### src/rtl/mue_pkg.sv
// Shared types and constants for the mesh unique edge extractor.
`default_nettype none

package mue_pkg;

    localparam int EDGES_PER_FACE = 3;
    localparam int PHASE_BITS     = 2;

    typedef enum logic [1:0]
    {
        CELL_HOLD,
        CELL_INSERT,
        CELL_SHIFT
    } cell_op_t;

    typedef struct packed
    {
        logic lt;
        logic eq;
    } cell_stat_t;

endpackage

`default_nettype wire

### src/rtl/mue_cell.sv
// One slot of the sorted edge chain: holds a key, compares, inserts or shifts.
`default_nettype none

module mue_cell
#(
    parameter int KEY_BITS = 32
)
(
    input  wire logic                  clk,
    input  wire mue_pkg::cell_op_t     op,
    input  wire logic                  occ,
    input  wire logic [KEY_BITS-1:0]   new_key,
    input  wire logic [KEY_BITS-1:0]   prev_key,
    input  wire logic                  prev_lt,
    input  wire logic [KEY_BITS-1:0]   next_key,
    output logic [KEY_BITS-1:0]        key,
    output mue_pkg::cell_stat_t        stat
);
    import mue_pkg::*;

    logic [KEY_BITS-1:0] key_reg;
    logic [KEY_BITS-1:0] key_next;

    assign stat.lt = occ && (key_reg < new_key);
    assign stat.eq = occ && (key_reg == new_key);
    assign key     = key_reg;

    always_comb
    begin
        key_next = key_reg;
        case (op)
            CELL_INSERT:
            begin
                if (!stat.lt)
                begin
                    key_next = prev_lt ? new_key : prev_key;
                end
            end
            CELL_SHIFT:
            begin
                key_next = next_key;
            end
            default:
            begin
                key_next = key_reg;
            end
        endcase
    end

    always_ff @(posedge clk)
    begin
        key_reg <= key_next;
    end

endmodule

`default_nettype wire

### config.mk
export PLATFORM = sky130hd
export DESIGN_NAME = mue_cell
export DESIGN_NICKNAME = d
export VERILOG_FILES = /design/src/rtl/mue_pkg.sv /design/src/rtl/mue_cell.sv
export SDC_FILE = /design/constraint.sdc
export NUM_CORES = 1
export LEC_CHECK = 0
export BUFFER_PORTS_ARGS = -buffer_cell sky130_fd_sc_hd__buf_2
export CORE_ASPECT_RATIO = 1.2
export CORE_MARGIN = 10
export CORE_UTILIZATION = 35
export CTS_BUF_LIST = sky130_fd_sc_hd__clkbuf_8
export CTS_CLUSTER_SIZE = 20
export DETAILED_ROUTE_END_ITERATION = 8
export PLACE_DENSITY = 0.65
export SYNTH_ARGS = -nofsm -noshare
export SYNTH_HDL_FRONTEND = slang
export SYNTH_SLANG_ARGS = --single-unit
### constraint.sdc
create_clock -name clk -period 7.8 [get_ports clk]
set_clock_uncertainty 0.15 [all_clocks]
set_input_delay 0.39 -clock clk [delete_from_list [all_inputs] [get_ports clk]]
set_output_delay 0.39 -clock clk [all_outputs]
set_load 0.01 [all_outputs]
==> impl_metrics.tcl <==
set metrics [dict create \
    viasPerCell 4.743 \
    slowest_delay_ps 760 \
    num-fill-cells 660 \
    p_switching_mw 0.1416 \
    grt_overflow 0 \
    seq_area_um2 960.9 \
    worstPathRequired_ps 7560 \
    synth_area_um2 2461 \
    r2r_slack_ps 4810 \
    wirelength_um 7339 \
    r2r-start "key[15]$_DFFE_PP_" \
    synth-async-reset-ratio 0 \
    post-route-worst-setup-slack_ps 4813 \
    io_buffers 134 \
    grtUsageTotal 0.1271 \
    worst_slew_pin_slew_ps 968.6 \
    drive_gt1_frac 0.3673 \
    synth-edff-count 32 \
    r2r_cells 6 \
    drcViolationCount 0 \
    power_mw 0.4741 \
    initial_core_util 0.3591 \
    setup_viol 0 \
    clock.fmax_ghz 0.3348 \
    cp_slowest_cell "a311o_2" \
    io_pins 135 \
    period_needed_ps 2987 \
    path_cells "ha_1 > nand4_1 > nor4_1 > a21bo_2 > o211ai_1 > a311o_2" \
    power.density_nw_per_um2 144.0 \
    nets 524 \
    synth.most_common_cell "nand2_1" \
    first_iter_violations 54 \
    via_count 2272 \
    multiInputGateArea_um2 1336 \
    grt_pass1_vias 2418 \
    worstSetupEndpoint "key[23]$_DFFE_PP_" \
    yosys.area.top_type_share 0.3904 \
    synth_cells 260 \
    grt_max_degree 66 \
    cts_made_buffers 5 \
    ys_types 27 \
    cp_max_fo 32 \
    cp-startpoint "key[15]$_DFFE_PP_" \
    synthTopCellsByCount "nand2_1, o21ai_0, inv_1" \
    post-place-ws_ps 4666 \
    antenna_found_initial 0 \
    clock_power_share 0.254 \
    ys_ff_latch 32 \
    dieArea_um2 10800 \
    die_width_um 96.55 \
    crit_family "compound AO/OA/AOI/OAI gates" \
    final_antenna_net_count 0 \
    path_depth 6 \
    timing.hold.ws_ps 227.1 \
    firstDrtPassIters 4 \
    antenna_cells 0 \
    status "complete, no violations" \
    crit_type "reg -> reg" \
    synthTopCellsByArea "edfxtp_1, ha_1, mux2i_1" \
    vdd.ir_drop.worst_uv 57.83 \
    rows 33 \
    synth.avg_cell_area_um2 9.466 \
    yosys_warnings 0 \
    clockBufferDepth 2 \
    dp_hpwl_um 6091 \
    p_int_mw 0.3325 \
    cts_resized 0 \
    synth-main-ff-cell "edfxtp_1" \
    cap_violations 0 \
    clock-root-buffer "clkbuf_8" \
    clk_latency_ps 280 \
    slew_violations 0 \
    largest_register_ffs 32 \
    crit_path_end_kind "flip-flop" \
    path_buf_inv 0 \
    ctsHoldBuffers 0 \
    dpl_cell_area_um2 3212 \
    core-area_um2 6854 \
    tritoncts "done" \
    clkSlewWorstSetupHoldPaths_ps 70 \
    cts.sinks 32 \
    ctsHtreeMaxLevel 2 \
    yosys.area.top_type "edfxtp_1" \
    switching_share 0.2987 \
    wl_per_cell_um 15.32 \
    synth_nets 393 \
    power_frac_seq 0.460 \
    holdCritPathClass "in -> reg" \
    grt_pass1_wl_um 11140 \
    setup_tns_ps 0 \
    p_comb_frac 0.286 \
    slew-limit-headroom 0.3543 \
    arrival_ps 2750 \
    rsz0062_at_grt "false" \
    postCtsSetupBuffers 0 \
    cp-start-kind "flip-flop" \
    hold_violations 0 \
    gp_congestion 0.8467 \
    seq_area_frac_synth 0.3904 \
    final_cell_area_um2 3292 \
    cellLeakagePower_nw 1.711 \
    period_share 0.3830 \
    syn_to_final_growth_pct 33.76 \
    fp.dieH_um 111.9 \
    rr_endpoint "key[23]$_DFFE_PP_" \
]
-- worst min path at each step --
| stage | slack, ps | cells past startpoint | end | from |
|---|---|---|---|---|
| 2_1_floorplan | 430 | 2 | key[0]$_DFFE_PP_ | next_key[0] |
| 3_3_place_gp | 520 | 3 | key[14]$_DFFE_PP_ | next_key[14] |
| 3_5_place_dp | 520 | 3 | key[16]$_DFFE_PP_ | next_key[16] |
| 4_1_cts | 220 | 3 | key[25]$_DFFE_PP_ | next_key[25] |
| 5_1_grt | 230 | 3 | key[25]$_DFFE_PP_ | next_key[25] |
| 6_report | 230 | 3 | key[30]$_DFFE_PP_ | next_key[30] |
-- power groups by stage --
stage	Clock (mW)	Combinational, mW	Sequential (mW)
2_1_floorplan	0	0.0678	0.229
3_3_place_gp	0	0.135	0.221
3_5_place_dp	0	0.138	0.222
4_1_cts	0.125	0.139	0.218
5_1_grt	0.131	0.155	0.220
6_report	0.120	0.135	0.218
-- metal layers --
layer / part of all wire / track usage
met1: 0.41 / 0.1447
met2: 0.47 / 0.2179
met3: 0.11 / 0.04368
met4: 0.0086 / 0.03204
met5: 0 / 0
-- metrics by stage --
step | utilization | instances
6_report | 0.4803 | 479
4_1_cts | 0.4803 | 479
3_5_place_dp | 0.4686 | 471
2_1_floorplan | - | 260
3_3_place_gp | 0.4686 | 471
5_1_grt | 0.4803 | 479
-- cells by family after synthesis --
group	after synthesis	share of synthesized area
compound gates	58	0.1363
buf+inv	45	0.07016
fa+ha+maj	32	0.1627
flops	32	0.3904
simple gates	61	0.1103
mux	32	0.1301
-- tightest hold or removal path: cells and delay by family --
kind                   cells  cell delay (ps)
buffers and inverters      1               70
AOI/OAI and AO/OA          1               50
and+or+nand+nor            1               30
-- cell type report --
class                      count  share of cell area
clock buffer                   5             0.02090
clock inverter                 3            0.003421
inverter                      34             0.03877
multi-input combinational    183              0.4059
sequential                    32              0.2919
tap                           87             0.03307
timing repair buffer         135              0.2060
-- cells in the final DEF (no fill, tap or decap), drive strengths merged --
cell	instances
clkbuf	5
a221o	1
o21ai	35
mux2i	32
a211oi	1
o211ai	2
edfxtp	32
inv	36
o32ai	1
nor2	5
clkinv	1
ha	32
o31ai	1
nand4	6
and3	2
buf	135
nor2b	2
nand2b	1
a21o	1
a21bo	1
nand2	40
nand3	2
a221oi	2
nor4	1
a21oi	12
a311o	1
and4	2
Note: power is estimated with default switching activity, not from simulation.
